--- config.mk ---
export PLATFORM = sky130hd
export DESIGN_NAME = bounded_fifo_drop_oldest_top_flat
export DESIGN_NICKNAME = d
export VERILOG_FILES = /design/src/bfdo_pkg.sv /design/src/bfdo_intf.sv /design/src/bfdo_ram.sv /design/src/bounded_fifo_drop_oldest_top.sv /design/src/flat_wrapper.sv
export SDC_FILE = /design/constraint.sdc
export NUM_CORES = 1
export LEC_CHECK = 0
export ABC_AREA = 1
export BUFFER_PORTS_ARGS = -buffer_cell sky130_fd_sc_hd__buf_2
export CORE_ASPECT_RATIO = 1.1
export CORE_MARGIN = 1.5
export CORE_UTILIZATION = 28
export CTS_CLUSTER_DIAMETER = 150
export CTS_CLUSTER_SIZE = 40
export DETAILED_ROUTE_END_ITERATION = 6
export GPL_ROUTABILITY_DRIVEN = 0
export SKIP_CTS_REPAIR_TIMING = 1
export SYNTH_ARGS = -nofsm -noshare
export SYNTH_HDL_FRONTEND = slang
export SYNTH_HIERARCHICAL = 1
export SYNTH_SLANG_ARGS = --single-unit
--- constraint.sdc ---
create_clock -name clk_i -period 2.6 [get_ports clk_i]
set_input_delay 0.26 -clock clk_i [delete_from_list [all_inputs] [get_ports clk_i]]
set_output_delay 0.26 -clock clk_i [all_outputs]
set_load 0.02 [all_outputs]
--- src/bfdo_pkg.sv ---
// Shared types and constants for the drop-oldest message FIFO.
// No dependencies.
`timescale 1ns / 1ps
`default_nettype none

package bfdo_pkg;

  localparam int unsigned MsgW = 32;
  localparam int unsigned OccW = 5;
  localparam int unsigned CfgW = 5;
  localparam logic [CfgW-1:0] CapReset = 5'd16;

  typedef enum logic [1:0] {
    StOk      = 2'd0,
    StDropped = 2'd1,
    StEmpty   = 2'd2
  } status_e;

  typedef enum logic {
    OpEnq = 1'b0,
    OpDeq = 1'b1
  } op_e;

endpackage

`default_nettype wire

--- src/bfdo_intf.sv ---
// Valid/ready channel interfaces: request, response and configuration write.
// Depends on bfdo_pkg.
`timescale 1ns / 1ps
`default_nettype none

interface bfdo_req_if;
  logic                     valid;
  logic                     ready;
  logic                     operation;
  logic [bfdo_pkg::MsgW-1:0] message;
  modport source (output valid, operation, message, input ready);
  modport sink   (input valid, operation, message, output ready);
endinterface

interface bfdo_rsp_if;
  logic                      valid;
  logic                      ready;
  logic [1:0]                status;
  logic [bfdo_pkg::MsgW-1:0] message_out;
  logic [bfdo_pkg::OccW-1:0] occupancy;
  modport source (output valid, status, message_out, occupancy, input ready);
  modport sink   (input valid, status, message_out, occupancy, output ready);
endinterface

interface bfdo_cfg_if;
  logic                      valid;
  logic                      ready;
  logic [bfdo_pkg::CfgW-1:0] data;
  modport source (output valid, data, input ready);
  modport sink   (input valid, data, output ready);
endinterface

`default_nettype wire

--- src/bfdo_ram.sv ---
// Generic single-write, single-read RAM with registered read data.
// No dependencies.
`timescale 1ns / 1ps
`default_nettype none

module bfdo_ram #(
  parameter int unsigned WIDTH = 32,
  parameter int unsigned DEPTH = 16,
  localparam int unsigned AW = (DEPTH > 1) ? $clog2(DEPTH) : 1
) (
  input  wire logic             clk_i,
  input  wire logic             we_i,
  input  wire logic [AW-1:0]    waddr_i,
  input  wire logic [WIDTH-1:0] wdata_i,
  input  wire logic             re_i,
  input  wire logic [AW-1:0]    raddr_i,
  output      logic [WIDTH-1:0] rdata_o
);

  logic [WIDTH-1:0] mem [DEPTH];

  always_ff @(posedge clk_i) begin
    if (we_i) begin
      mem[waddr_i] <= wdata_i;
    end
    if (re_i) begin
      rdata_o <= mem[raddr_i];
    end
  end

endmodule

`default_nettype wire

--- src/bounded_fifo_drop_oldest_top.sv ---
// Drop-oldest message FIFO: ring buffer in one RAM, head/tail/count in flops.
// Depends on bfdo_pkg, bfdo_intf, bfdo_ram.
// The response is registered and shows in the cycle after its request is accepted;
// one request per cycle while responses drain (dequeue data read at the accept edge).
// A request is taken whenever the response register is empty or being drained.
// Reset empties the queue and sets the capacity to 16; RAM contents are not cleared.
`timescale 1ns / 1ps
`default_nettype none

module bounded_fifo_drop_oldest_top #(
  parameter int unsigned QUEUE_DEPTH  = 16,
  parameter int unsigned MESSAGE_BITS = 32
) (
  input  wire logic  clk_i,
  input  wire logic  rst_ni,
  bfdo_req_if.sink   req_i,
  bfdo_cfg_if.sink   cfg_i,
  bfdo_rsp_if.source rsp_o
);

  import bfdo_pkg::*;

  localparam int unsigned PW = (QUEUE_DEPTH > 1) ? $clog2(QUEUE_DEPTH) : 1;
  localparam int unsigned CW = $clog2(QUEUE_DEPTH + 1);
  localparam int unsigned W  = (CW > CfgW) ? CW : CfgW;

  logic [CfgW-1:0] max_q;
  logic [PW-1:0]   head_q, head_d, tail_q, tail_d;
  logic [CW-1:0]   count_q, count_d;
  logic            rsp_valid_q, rsp_valid_d;
  status_e         status_q, status_d;
  logic [OccW-1:0] occ_q;
  logic            deq_q, deq_d;

  logic            accept;
  logic            is_enq;
  logic [W-1:0]    cap;
  logic [W-1:0]    max_w;
  logic [W-1:0]    count_w;
  logic [W-1:0]    count_d_w;
  logic [63:0]     msg_wide;
  logic [63:0]     rd_wide;
  logic [MESSAGE_BITS-1:0] wdata;
  logic [MESSAGE_BITS-1:0] rdata;

  function automatic logic [PW-1:0] ring_next(input logic [PW-1:0] p);
    if (p == PW'(QUEUE_DEPTH - 1)) begin
      return '0;
    end
    return p + PW'(1);
  endfunction

  assign accept      = req_i.valid && req_i.ready;
  assign req_i.ready = !rsp_valid_q || rsp_o.ready;
  assign is_enq      = (op_e'(req_i.operation) == OpEnq);
  assign cfg_i.ready = 1'b1;

  always_ff @(posedge clk_i or negedge rst_ni) begin
    if (!rst_ni) begin
      max_q <= CapReset;
    end else if (cfg_i.valid && cfg_i.ready) begin
      max_q <= cfg_i.data;
    end
  end

  assign max_w   = W'(max_q);
  assign count_w = W'(count_q);

  always_comb begin
    if (max_q == '0) begin
      cap = W'(1);
    end else if (max_w > W'(QUEUE_DEPTH)) begin
      cap = W'(QUEUE_DEPTH);
    end else begin
      cap = max_w;
    end
  end

  always_comb begin
    head_d      = head_q;
    tail_d      = tail_q;
    count_d     = count_q;
    status_d    = status_q;
    deq_d       = deq_q;
    rsp_valid_d = rsp_valid_q && !rsp_o.ready;
    if (accept) begin
      rsp_valid_d = 1'b1;
      status_d    = StOk;
      deq_d       = 1'b0;
      if (is_enq) begin
        tail_d = ring_next(tail_q);
        if (count_w >= cap) begin
          head_d   = ring_next(head_q);
          status_d = StDropped;
        end else begin
          count_d = count_q + CW'(1);
        end
      end else if (count_q == '0) begin
        status_d = StEmpty;
      end else begin
        deq_d   = 1'b1;
        head_d  = ring_next(head_q);
        count_d = count_q - CW'(1);
      end
    end
  end

  assign count_d_w = W'(count_d);

  always_ff @(posedge clk_i or negedge rst_ni) begin
    if (!rst_ni) begin
      head_q      <= '0;
      tail_q      <= '0;
      count_q     <= '0;
      rsp_valid_q <= 1'b0;
    end else begin
      head_q      <= head_d;
      tail_q      <= tail_d;
      count_q     <= count_d;
      rsp_valid_q <= rsp_valid_d;
    end
  end

  always_ff @(posedge clk_i) begin
    status_q <= status_d;
    deq_q    <= deq_d;
    if (accept) begin
      occ_q <= count_d_w[OccW-1:0];
    end
  end

  assign msg_wide = 64'(req_i.message);
  assign wdata    = msg_wide[MESSAGE_BITS-1:0];

  bfdo_ram #(
    .WIDTH (MESSAGE_BITS),
    .DEPTH (QUEUE_DEPTH)
  ) u_store (
    .clk_i   (clk_i),
    .we_i    (accept && is_enq),
    .waddr_i (tail_q),
    .wdata_i (wdata),
    .re_i    (accept && !is_enq),
    .raddr_i (head_q),
    .rdata_o (rdata)
  );

  assign rd_wide           = 64'(rdata);
  assign rsp_o.valid       = rsp_valid_q;
  assign rsp_o.status      = status_q;
  assign rsp_o.message_out = deq_q ? rd_wide[MsgW-1:0] : '0;
  assign rsp_o.occupancy   = occ_q;

`ifndef SYNTHESIS
  a_count_bound: assert property (@(posedge clk_i) disable iff (!rst_ni)
    count_q <= CW'(QUEUE_DEPTH))
    else $error("entry count above storage depth");

  a_empty_occ: assert property (@(posedge clk_i) disable iff (!rst_ni)
    rsp_valid_q && status_q == StEmpty |-> occ_q == '0 && !deq_q)
    else $error("empty response with nonzero occupancy or data");

  a_first_enq: assert property (@(posedge clk_i) disable iff (!rst_ni)
    accept && is_enq && count_q == '0 |=> status_q == StOk && count_q == CW'(1))
    else $error("enqueue into empty queue mishandled");
`endif

endmodule

`default_nettype wire
--- src/flat_wrapper.sv ---
// flat-port wrapper written by rule: the top's interface ports become plain ports
module bounded_fifo_drop_oldest_top_flat import bfdo_pkg::*;
#(
  parameter int unsigned QUEUE_DEPTH  = 16,
  parameter int unsigned MESSAGE_BITS = 32
)
  (clk_i, rst_ni, req_i_valid, req_i_operation, req_i_message, req_i_ready, cfg_i_valid, cfg_i_data, cfg_i_ready, rsp_o_valid, rsp_o_status, rsp_o_message_out, rsp_o_occupancy, rsp_o_ready);
  bfdo_req_if req_i_i ();
  bfdo_cfg_if cfg_i_i ();
  bfdo_rsp_if rsp_o_i ();
  input  wire logic clk_i;
  input  wire logic rst_ni;
  input wire logic [$bits(req_i_i.valid)-1:0] req_i_valid;
  input wire logic [$bits(req_i_i.operation)-1:0] req_i_operation;
  input wire logic [$bits(req_i_i.message)-1:0] req_i_message;
  output wire logic [$bits(req_i_i.ready)-1:0] req_i_ready;
  input wire logic [$bits(cfg_i_i.valid)-1:0] cfg_i_valid;
  input wire logic [$bits(cfg_i_i.data)-1:0] cfg_i_data;
  output wire logic [$bits(cfg_i_i.ready)-1:0] cfg_i_ready;
  output wire logic [$bits(rsp_o_i.valid)-1:0] rsp_o_valid;
  output wire logic [$bits(rsp_o_i.status)-1:0] rsp_o_status;
  output wire logic [$bits(rsp_o_i.message_out)-1:0] rsp_o_message_out;
  output wire logic [$bits(rsp_o_i.occupancy)-1:0] rsp_o_occupancy;
  input wire logic [$bits(rsp_o_i.ready)-1:0] rsp_o_ready;
  assign req_i_i.valid = req_i_valid;
  assign req_i_i.operation = req_i_operation;
  assign req_i_i.message = req_i_message;
  assign req_i_ready = req_i_i.ready;
  assign cfg_i_i.valid = cfg_i_valid;
  assign cfg_i_i.data = cfg_i_data;
  assign cfg_i_ready = cfg_i_i.ready;
  assign rsp_o_valid = rsp_o_i.valid;
  assign rsp_o_status = rsp_o_i.status;
  assign rsp_o_message_out = rsp_o_i.message_out;
  assign rsp_o_occupancy = rsp_o_i.occupancy;
  assign rsp_o_i.ready = rsp_o_ready;
  bounded_fifo_drop_oldest_top #(.QUEUE_DEPTH(QUEUE_DEPTH), .MESSAGE_BITS(MESSAGE_BITS)) u_core (.clk_i(clk_i), .rst_ni(rst_ni), .req_i(req_i_i), .cfg_i(cfg_i_i), .rsp_o(rsp_o_i));
endmodule
==> flow_metrics.tcl <==
set metrics [dict create \
    finalHoldWorstSlack_ns 0.0155 \
    antenna_found_initial 3 \
    num_rows 114 \
    synth_cells 2376 \
    ir_worst_vdd_uv 1140 \
    status "completed" \
    worstPathArrival_ns 2.48 \
    period_share 0.855 \
    cts-root-buf "clkbuf_16" \
    internal-power_w 0.0146 \
    ant_nets 0 \
    seqPwrFrac 0.475 \
    synth_area_leader_cell "edfxtp_1" \
    ys_ff_latch 571 \
    dieArea_um2 90600 \
    cts_max_path_buffers 3 \
    finalClockSkew_ns 0.0317 \
    p_per_area_nw_per_um2 847 \
    power.switching_w 0.00869 \
    power_w 0.0233 \
    syn_area_um2 24900 \
    post-route-drc-count 0 \
    numCtsBuffers 18 \
    setup_viol 0 \
    rsz0062_at_grt "no" \
    p_clk_frac 0.172 \
    synth_ff_type "edfxtp_1" \
    grt_start_max_net_pins 136 \
    num_vias 15700 \
    via_per_inst 4.35 \
    fin_nets 2493 \
    synth-edff-count 552 \
    fp.dieH_um 316 \
    core-area_um2 88000 \
    worst_pin_slew_ns 0.998 \
    synthArstFlopShare 0.0333 \
    critPathKind "reg -> reg" \
    wl_mm 58.5 \
    yosysWarningCount 6 \
    grt_pass1_vias 15100 \
    drtIter0Drc 1136 \
    finalHoldViolations 0 \
    cts.sinks 571 \
    ys_seq_area_frac 0.686 \
    p_sw_frac 0.374 \
    hold_class "in -> reg" \
    drtPass1Iterations 5 \
    required_ns 2.86 \
    grt_usage 0.128 \
    fin_util 0.312 \
    postSynthAreaPerCell_um2 10.5 \
    cap_violations 0 \
    clock_latency_ns 0.60 \
    io_buffers 83 \
    cp_max_fo 19 \
    overflow 0 \
    clk_pin_slew_ns 0.14 \
    max_freq_mhz 450 \
    syn2layout_area_growth_pct 10.3 \
    grt_pass1_wl_mm 89.5 \
    synthDistinctLibCells 33 \
    ios 85 \
    place_hpwl_mm 34.4 \
    cts.htree.levels 1 \
    end_kind "flip-flop" \
    wl_per_cell_um 16.2 \
    start_util 0.283 \
    layout_min_cycle_time_ns 2.22 \
    synth_top_cell_area_share 0.666 \
    start_kind "flip-flop" \
    cts_tree "done" \
    p_leak_nw 11.6 \
    diodes 0 \
    drv_slew 0 \
    synthTopCellsByArea "edfxtp_1, nand2_1, nand3_1, inv_1, dfrtp_1" \
    slew_headroom 0.334 \
    fp.dieW_um 287 \
    syn_nets 2428 \
    combinationalPowerShare 0.353 \
    drive_gt1_frac 0.0846 \
]
placed cells by master (no fill, tap or decap), drive strengths merged:
master	n
clkbuf	22
buf	142
dfrtp	18
edfxtp	552
nand3b	3
clkinv	2
a21boi	1
nand2	770
conb	1
nor2	28
xnor2	2
inv	453
ha	9
xor2	1
dfstp	1
a21oi	6
or2	1
nor3	1
o21ai	9
dlygate4sd3	14
nand3	405
nand4	6
path summary, 6_finish.rpt:
kind                                              end               start  slack [ns]  cells past startpoint
setup / recovery           u_core/u_store/mem[14][24]  u_core/rsp_o.valid        0.38                      6
hold / removal                        u_core/max_q[0]         cfg_i_valid        0.02                      2
setup reg to reg           u_core/u_store/mem[14][24]  u_core/rsp_o.valid        0.38                      6
hold reg to reg                       u_core/max_q[0]     u_core/max_q[0]        0.61                      2
max in group asynchronous            u_core/head_q[2]              rst_ni        2.10                      2
min in group asynchronous            u_core/head_q[0]              rst_ni        0.14                      2
registers in the layout, indices dropped and copies added (netlist names):
| register | count |
|---|---|
| u_core/count_q | 5 |
| u_core/deq_q | 1 |
| u_core/head_q | 4 |
| u_core/max_q | 5 |
| u_core/rsp_o.occupancy | 5 |
| u_core/rsp_o.status | 2 |
| u_core/rsp_o.valid | 1 |
| u_core/tail_q | 4 |
| u_core/u_store/mem | 512 |
| u_core/u_store/rdata_o | 32 |
logic make-up after synthesis:
family          share of synthesized area
simple gates                        0.207
other cells                      0.000151
fa+ha+maj                         0.00453
flops                               0.686
buf+inv                            0.0981
compound gates                    0.00392
xor+xnor                          0.00106
cell usage after synthesis, types with 2 or more instances:
library cell,number
inv_2,5
nand2_1,764
nor2_1,26
edfxtp_1,552
dfrtp_1,18
ha_1,9
nor2_2,2
a21oi_1,5
buf_6,27
o21ai_0,8
buf_2,45
xnor2_1,2
nand2_4,2
buf_1,14
nand3b_1,3
clkbuf_1,13
nand2_2,4
nand3_1,403
buf_4,10
nand4_1,6
inv_1,445
nand3_2,2
per-stage QoR:
step                      cell area, um^2  setup TNS [ns]  std cells  worst slack, ns
final                               27400               0       3607            0.377
after detailed placement            26800               0       3567            0.355
after floorplan                     24900         -100.03       2376           -0.261
after global placement              26800               0       3567            0.371
after CTS                           27300               0       3593            0.333
after global routing                27400               0       3607            0.271
critical path: stages (launching register included):
cell     delay [ns]
dfrtp_1        0.44
a21oi_4        0.18
nand2_1        0.17
inv_2          0.19
nand3_1        0.33
nor2_4         0.20
buf_4          0.37
area by class of cell:
type | instances | area [um^2]
Clock inverter | 4 | 50.0
Timing Repair Buffer | 156 | 1200
Clock buffer | 22 | 465
Inverter | 451 | 1700
Fill cell | 8919 | 60600
Sequential cell | 571 | 17100
Tap cell | 1160 | 1450
Multi-Input combinational cell | 1243 | 5510
power groups by stage:
stage                     clock (W)  combinational, W  sequential, W
final                       0.00401           0.00821         0.0110
after global routing        0.00439           0.00923         0.0111
after CTS                   0.00414           0.00832         0.0110
after detailed placement          0           0.00829         0.0113
after global placement            0           0.00823         0.0112
after floorplan                   0           0.00598         0.0112
layer usage:
| metal | part of all wire | global-route usage | up-vias |
|---|---|---|---|
| met4 | 0.023 | 0.0343 | 0 |
| met1 | 0.43 | 0.162 | 7574 |
| li1 | - | - | 7717 |
| met5 | 0 | 0 | - |
| met3 | 0.043 | 0.0145 | 73 |
| met2 | 0.51 | 0.229 | 316 |
Power figures use the tool's default switching activity.
